## src/rtl/core/qdel_pkg.sv

```systemverilog
package qdel_pkg;

  // Operation codes carried on in_mode
  localparam logic [1:0] MODE_ENQ = 2'd0;
  localparam logic [1:0] MODE_DEQ = 2'd1;
  localparam logic [1:0] MODE_DEL = 2'd2;

  // Result status codes
  localparam logic [1:0] ST_OK     = 2'd0;
  localparam logic [1:0] ST_EMPTY  = 2'd1;
  localparam logic [1:0] ST_FULL   = 2'd2;
  localparam logic [1:0] ST_BADPOS = 2'd3;

  localparam int DATA_W  = 32;
  localparam int COUNT_W = 8;

  typedef struct packed {
    logic [1:0]                status;
    logic signed [DATA_W-1:0]  removed_value;
    logic [COUNT_W-1:0]        count_after;
  } res_t;

endpackage

```

## src/rtl/core/qdel_outreg.sv

```systemverilog
module qdel_outreg (
  input  logic             clk,
  input  logic             rst_n,
  input  logic             in_valid,
  output logic             in_ready,
  input  qdel_pkg::res_t   in_res,
  output logic             out_valid,
  input  logic             out_ready,
  output qdel_pkg::res_t   out_res
);

  logic           valid_r;
  qdel_pkg::res_t res_r;

  // Take a new result when empty or when the held one leaves this cycle
  assign in_ready  = !valid_r || out_ready;
  assign out_valid = valid_r;
  assign out_res   = res_r;

  always_ff @(posedge clk) begin
    if (!rst_n) begin
      valid_r <= 1'b0;
    end else if (in_ready) begin
      valid_r <= in_valid;
    end
  end

  always_ff @(posedge clk) begin
    if (in_valid && in_ready) begin
      res_r <= in_res;
    end
  end

endmodule

```

## config.mk

```make
export PLATFORM = sky130hd
export DESIGN_NAME = qdel_outreg
export DESIGN_NICKNAME = d
export VERILOG_FILES = /design/src/rtl/core/qdel_pkg.sv /design/src/rtl/core/qdel_outreg.sv
export SDC_FILE = /design/constraint.sdc
export NUM_CORES = 1
export LEC_CHECK = 0
export CAP_MARGIN = 20
export CORE_ASPECT_RATIO = 1.75
export CORE_MARGIN = 3
export CORE_UTILIZATION = 29
export DETAILED_ROUTE_END_ITERATION = 10
export DONT_BUFFER_PORTS = 1
export RECOVER_POWER = 100
export SYNTH_ARGS = -nofsm -noshare
export SYNTH_HDL_FRONTEND = slang
export SYNTH_SLANG_ARGS = --single-unit
```

## constraint.sdc

```tcl
create_clock -name clk -period 1.7 [get_ports clk]
set_clock_uncertainty 0.1 [all_clocks]
set_input_delay 0.34 -clock clk [delete_from_list [all_inputs] [get_ports clk]]
set_output_delay 0.34 -clock clk [all_outputs]
set_load 0.02 [all_outputs]
```

==> out/metrics.csv, run 1 <==
metric,value,unit
status,finished clean,
worstPathRequired,1590,ps
port_buffers,0,
yosysSeqAreaShare,97.15,%
crit_slowest_cell,dfxtp_1,
path_clk_slew,70,ps
worst-setup-path-type,reg2reg,
p_int,1.538,mW
start_util,30.91,%
routabilityCongestion,0.5764,
p_total,1.977,mW
slew_viol_final,0,
worst_pin_slew,314.2,ps
die_area,0.005424,mm2
max_cap_viol_count,0,
core_area,0.004267,mm2
die_h,95.21,um
cts_buffer_depth,2,
synthesis.instances,47,
rsz0062_at_grt,no,
period_needed,1470,ps
hold_viol_final,0,
seqPwrFrac,67.9,%
synth.distinct_cells,6,
post-dp-hpwl,1782,um
hp-class,in2reg,
clock-sinks,43,
synth_mux_area_share,0,%
drc,0,
cts_tree,done,
die_x,56.98,um
cts_setup_buffers,0,
worst_slack,229.8,ps
wire_per_inst,21.58,um
crit_path_start_kind,register,
multiInputGateArea,33.78,um2
via_per_inst,4.585,
cts_buffers,5,
max-slew-margin-rel,79.05,%
ys_ff_latch,43,
yosys.area_share.simple,1.708,%
grtUsageTotal,8.440,%
final.period_utilization,86.48,%
worstPathMaxFanout,23,
p_leak,0.4861,nW
antenna_cells,0,
detail_route.first_pass.iterations,3,
cts_max_level,2,
ant_nets,0,
grt_max_degree,24,
vias,486,
synthToLayoutAreaGrowth,12.24,%
grt_pass1_wl,3070,um
synth_xor_area_share,0,%
routed_wl,2287,um
synth_compound_area_share,0.8539,%
fillers,400,
nNetsFinal,102,
setup_viol,0,
avgSynthCellArea,28.06,um2
swShare,22.20,%
yosysWarnings,0,
holdBufCountCts,0,
cts_resized,0,
min_path_cells,0,
pwr-share-clk,30.3,%
ir_worst_vdd,0.5546,mV
synth_area,0.001319,mm2
synth_nets,93,
std_cell_rows,31,
crit_chain,"nand2b_4, and2_4, clkbuf_4",
power.density,1336,mW/mm2
drive_above_1_share,21.05,%
max_freq,0.6802,GHz
ff_latch_area,0.001281,mm2
synth_fa_ha_area_share,0,%
switchingPower,0.4390,mW
r2r.worst_path.cells,3,
whs,47.17,ps
boundaryPins,90,
clkLatencyLatePin,280,ps
antenna_found_initial,0,
synth_top_family_by_area,simple AND/OR/NAND/NOR gates,
grt_pass1_vias,513,
cts_root_buffer,clkbuf_8,
post-route-util,34.69,%
dp_slack,300.4,ps
finalSetupTns,0,ps
overflow,0,
cp_slowest_stage_delay,500,ps
combPwrFrac,1.8,%
drt_iter0_drc,8,
cp_data_arrival_time,1360,ps
cp-end-kind,register,
-- worst paths after layout --
check	start	to	slack [ps]
min	in_res[38]	out_res[38]	50
max	out_valid	out_res[32]	230
min reg2reg	out_valid	out_valid	560
max reg2reg	out_valid	out_res[32]	230
-- cells by family after synthesis --
group,count (synthesis)
AOI/OAI and AO/OA,1
buffers and inverters,1
DFF,43
and+or+nand+nor,2
-- critical path, delay by kind of cell, from the launching register on --
kind	cells	cell delay [ps]
DFF	1	500
and+or+nand+nor	2	310
buffers and inverters	1	260
-- cell usage after synthesis (all sizes together) --
cell type  count  area, um2
edfxtp        42       1261
nand2b         1      13.76
dfxtp          1      20.02
a21boi         1      11.26
and2           1      8.760
inv            1      3.750
-- power groups by stage --
stage	Sequential [mW]	Clock (mW)	Combinational (mW)
2_1_floorplan	1.36	0	0.0263
6_report	1.34	0.598	0.0365
5_1_grt	1.35	0.676	0.0407
3_5_place_dp	1.37	0	0.0430
4_1_cts	1.35	0.626	0.0432
3_3_place_gp	1.37	0	0.0408
-- area by class of cell --
| cell class | instances | area share, % |
|---|---|---|
| flip-flops and latches | 43 | 86.56 |
| clock buffers | 6 | 4.903 |
| well taps | 49 | 4.142 |
| multi-input cells | 3 | 2.282 |
| repair buffers | 2 | 1.014 |
| clock inverters | 2 | 0.8453 |
| inverters | 1 | 0.2536 |
-- per-layer routing --
layer / global-route usage (%) / vias up / part of all wire [%]
met2: 13.55 / 45 / 60
met1: 6.372 / 236 / 24
met4: 6.383 / 0 / 3.0
li1: - / 200 / -
met5: 0 / - / 0
met3: 6.911 / 5 / 13
-- through the flow --
step	cell area (um2)	instances
after global placement	1408	98
after global routing	1480	106
after CTS	1493	106
final	1480	106
after floorplan	1319	47
after detailed placement	1408	98
-- cell usage in the layout (no fill, tap or decap) --
cell / instances
edfxtp_1: 42
clkbuf_8: 5
nand2b_4: 1
inv_1: 1
a21boi_2: 1
and2_4: 1
clkinv_2: 1
clkinvlp_4: 1
clkbuf_1: 1
dfxtp_1: 1
buf_4: 1
clkbuf_4: 1
-- flip-flops by register name, indices dropped and copies added (netlist names) --
register   count
out_res       42
out_valid      1
Power figures use the tool's default switching activity.
==> inputs of run 2 (changes only) <==
- CORE_ASPECT_RATIO: 1.75 -> 1.25
- REMOVE_ABC_BUFFERS: not set -> 1
==> run 2 against run 1 <==
Effect of this change:
- power is 8.7% higher
- clock-buffer cell count fell by 1
- critical path depth unchanged
- hold slack lost 1.5 ps
- sequential power is essentially flat
- global-route usage rose by 1.0 points
==> out/metrics.csv, run 2 (synthesized netlist as in run 1, its figures left out) <==
metric,value,unit
routabilityCongestion,0.6821,
critPathLaunch,out_valid,
synthToLayoutAreaGrowth,15.65,%
min_path_cells,0,
status,finished clean,
cts_setup_buffers,0,
setup_viol,0,
wire_per_inst,21.26,um
fillers,411,
rsz0062_at_grt,no,
clkLatencyLatePin,280,ps
max_freq,0.6635,GHz
worst_pin_slew,313.1,ps
grt_max_degree,27,
via_per_inst,4.407,
path_clk_slew,80,ps
power.density,1408,mW/mm2
holdBufCountCts,0,
grt_pass1_wl,3360,um
boundaryPins,90,
cts_resized,0,
antenna_cells,0,
cp_data_arrival_time,1380,ps
finalSetupTns,0,ps
hold_viol_final,0,
cts_buffer_depth,2,
worstPathMaxFanout,16,
r2r.worst_path.cells,3,
p_leak,0.5029,nW
reg2reg_slack,190,ps
worst-setup-path-type,reg2reg,
std_cell_rows,26,
p_total,2.148,mW
final.period_utilization,88.65,%
period_needed,1507,ps
max-slew-margin-rel,79.10,%
final_cell_mix,"edfxtp_1, clkbuf_8",
start_util,31.18,%
final_common_cell,edfxtp_1,
cp-end-kind,register,
vias,498,
drc,0,
routed_wl,2402,um
cts_root_buffer,clkbuf_8,
drt_iter0_drc,7,
nNetsFinal,102,
slew_viol_final,0,
die_h,81.40,um
rr_endpoint,out_res[2],
port_buffers,0,
die_area,0.005398,mm2
grt_pass1_vias,550,
drive_above_1_share,19.30,%
min_from,in_res[40],
cts_tree,done,
hp-class,in2reg,
r2r_start,out_valid,
overflow,0,
stdcell_count,113,
die_x,66.32,um
detail_route.first_pass.iterations,4,
antenna_found_initial,0,
ant_nets,0,
ir_worst_vdd,0.5934,mV
clock-sinks,43,
cts_buffers,5,
cts_max_level,2,
worstPathRequired,1580,ps
min_to,out_res[40],
max_cap_viol_count,0,
crit_path_start_kind,register,
place_inst,105,
core_area,0.004229,mm2
largest_reg_flops,42,
grtUsageTotal,9.476,%
## run 2: cell count changes in the layout (fill, tap and decap cells not counted)
cell and change:
and2_0 +1, and2_4 -1, buf_12 +1, bufinv_16 +1, clkbuf_1 -1, clkbuf_4 -1, clkinv_1 +1, clkinv_2 -1
clkinvlp_4 -1, inv_6 +1
## run 2: critical path, stage by stage (launching register included)
cell and delay [ps]:
dfxtp_1 410, nand2b_4 160, and2_0 240, buf_4 280
## run 2: report_power, final
| part | internal (mW) | leakage [nW] | switching (mW) |
|---|---|---|---|
| sequential | 1.24 | 0.415 | 0.101 |
| combinational | 0.0119 | 0.0320 | 0.0289 |
| clock | 0.438 | 0.0562 | 0.327 |
## run 2: metal layers
metal / global-route usage (%) / routed length (um) / up-vias
li1: - / - / 200
met1: 8.084 / 709 / 238
met2: 15.09 / 1291 / 56
met3: 8.160 / 367 / 4
met4: 4.878 / 34 / 0
met5: 0 / 0 / -
## run 2: cell type report
| cell class | count | area [um2] | share of cell area, % |
|---|---|---|---|
| tap | 56 | 70.07 | 4.594 |
| inverter | 1 | 3.754 | 0.2461 |
| clock buffer | 5 | 68.82 | 4.512 |
| sequential | 43 | 1281 | 84.00 |
| timing repair buffer | 2 | 27.53 | 1.805 |
| clock inverter | 3 | 42.54 | 2.789 |
| multi-input combinational | 3 | 31.28 | 2.051 |
## run 2: metrics by stage
step | setup slack (ps) | cell area, um2 | utilization, % | hold WS, ps
finish | 192.9 | 1525 | 36.07 | 45.70
global route | 141.8 | 1525 | 36.07 | 17.15
CTS | 288.0 | 1528 | 36.12 | 27.97
detailed placement | 311.3 | 1416 | 33.49 | 338.9
global placement | 334.0 | 1416 | 33.49 | 338.9
floorplan | 302.8 | 1319 | - | 338.9
## run 2: worst max path at each step
stage | slack [ps] | to | cells past startpoint
after floorplan | 300 | out_res[0] | 2
after global placement | 330 | out_res[30] | 3
after detailed placement | 310 | out_res[20] | 3
after CTS | 290 | out_res[2] | 3
after global routing | 140 | out_res[2] | 3
final | 190 | out_res[2] | 3
==> inputs of run 3 (changes only) <==
- clock period: 1.7 -> 1.6 ns (I/O delays scaled with it)
==> run 3 against run 2 <==
Effect of this change:
- critical path depth unchanged
- sequential cell count unchanged
- non-clock buffer count increased by 25
- largest cell class unchanged
==> out/metrics.csv, run 3 (synthesized netlist as in run 1, its figures left out) <==
metric,value,unit
clkLatencyLatePin,280,ps
die_h,81.40,um
drive_above_1_share,14.63,%
cts_resized,0,
max_freq,0.7235,GHz
grt_use_met2,16.19,%
cp_data_arrival_time,1280,ps
clock-sinks,43,
power.density,1319,mW/mm2
worst-setup-path-type,reg2reg,
rsz0062_at_grt,no,
worstPathRequired,1500,ps
synthToLayoutAreaGrowth,34.82,%
final_common_cell,edfxtp_1,
place_area,0.001436,mm2
post-route-util,42.04,%
cts_root_buffer,clkbuf_8,
setup_viol,0,
grt_max_degree,27,
boundaryPins,90,
final_cell_mix,"edfxtp_1, dlygate4sd3_1, clkbuf_8, buf_12",
drc,0,
use_met1,7.350,%
grtUsageTotal,9.620,%
worstPathMaxFanout,26,
port_buffers,0,
cts_max_level,2,
grt_pass1_wl,3381,um
switchingPower,0.5053,mW
routed_wl,2720,um
grt_pass1_vias,561,
wire_per_inst,19.71,um
swShare,21.54,%
finalSetupTns,0,ps
hp-class,in2reg,
whs,23.62,ps
dp_slack,345.8,ps
antenna_found_initial,0,
status,finished clean,
cts_buffers,5,
die_x,66.32,um
min_from,in_res[32],
critPathLaunch,out_valid,
hold_viol_final,0,
max-slew-margin-rel,78.49,%
grt_busiest_layer,met2,
die_area,0.005398,mm2
worst_pin_slew,322.6,ps
overflow,0,
cp-end-kind,register,
cts_buffer_depth,2,
ant_nets,0,
detail_route.first_pass.iterations,4,
p_total,2.345,mW
antenna_cells,0,
via_per_inst,4.384,
worst_slack,217.9,ps
ir_worst_vdd,0.7177,mV
design_area,0.001778,mm2
slew_viol_final,0,
cts_tree,done,
place_inst,106,
routabilityCongestion,0.6825,
final.period_utilization,86.38,%
std_cell_rows,26,
r2r_start,out_valid,
stdcell_count,138,
combPwrFrac,4.3,%
drt_iter0_drc,7,
p_leak,0.6077,nW
nNetsFinal,127,
grtUsageMet3,8.437,%
start_util,31.18,%
max_cap_viol_count,0,
largest_reg_flops,42,
crit_path_start_kind,register,
seqPwrFrac,60.7,%
path_clk_slew,80,ps
period_needed,1382,ps
pwr-share-clk,35.0,%
core_area,0.004229,mm2
vias,605,
p_int,1.840,mW
==> run 3: critical path: stages, from the launching register on <==
cell	delay [ps]
dfxtp_1	320
nand2b_1	250
and2_4	240
buf_12	180
==> run 3: per-layer routing <==
layer	wire length (um)	part of all wire (%)
met3	318	12
met4	48	1.8
met1	821	30
met2	1532	56
met5	0	0
==> run 3: path summary, 6_finish.rpt <==
check	cells past startpoint	end	slack, ps
min reg2reg	2	out_valid	610
max	3	out_res[21]	220
max reg2reg	3	out_res[21]	220
min	0	out_res[32]	20
==> run 3: power by group through the flow <==
stage                     Clock [mW]  Combinational [mW]  Sequential [mW]
after floorplan                    0              0.0280             1.44
after global placement             0              0.0541             1.45
after detailed placement           0              0.0564             1.45
after CTS                      0.852              0.0567             1.43
after global routing           0.889               0.108             1.43
final                          0.820               0.101             1.42
==> run 3: final cells by class <==
type	instances	area, um2
Timing Repair Buffer	27	284.0
Inverter	1	3.754
Fill cell	383	2451
Tap cell	56	70.07
Clock buffer	5	68.82
Sequential cell	43	1281
Clock inverter	3	43.79
Multi-Input combinational cell	3	26.28
==> run 3: repair_timing <==
item,4_1_cts,5_1_grt
setup endpoints to repair,0,0
setup buffers,0,0
hold buffers,0,24
hold endpoints to repair,0,24
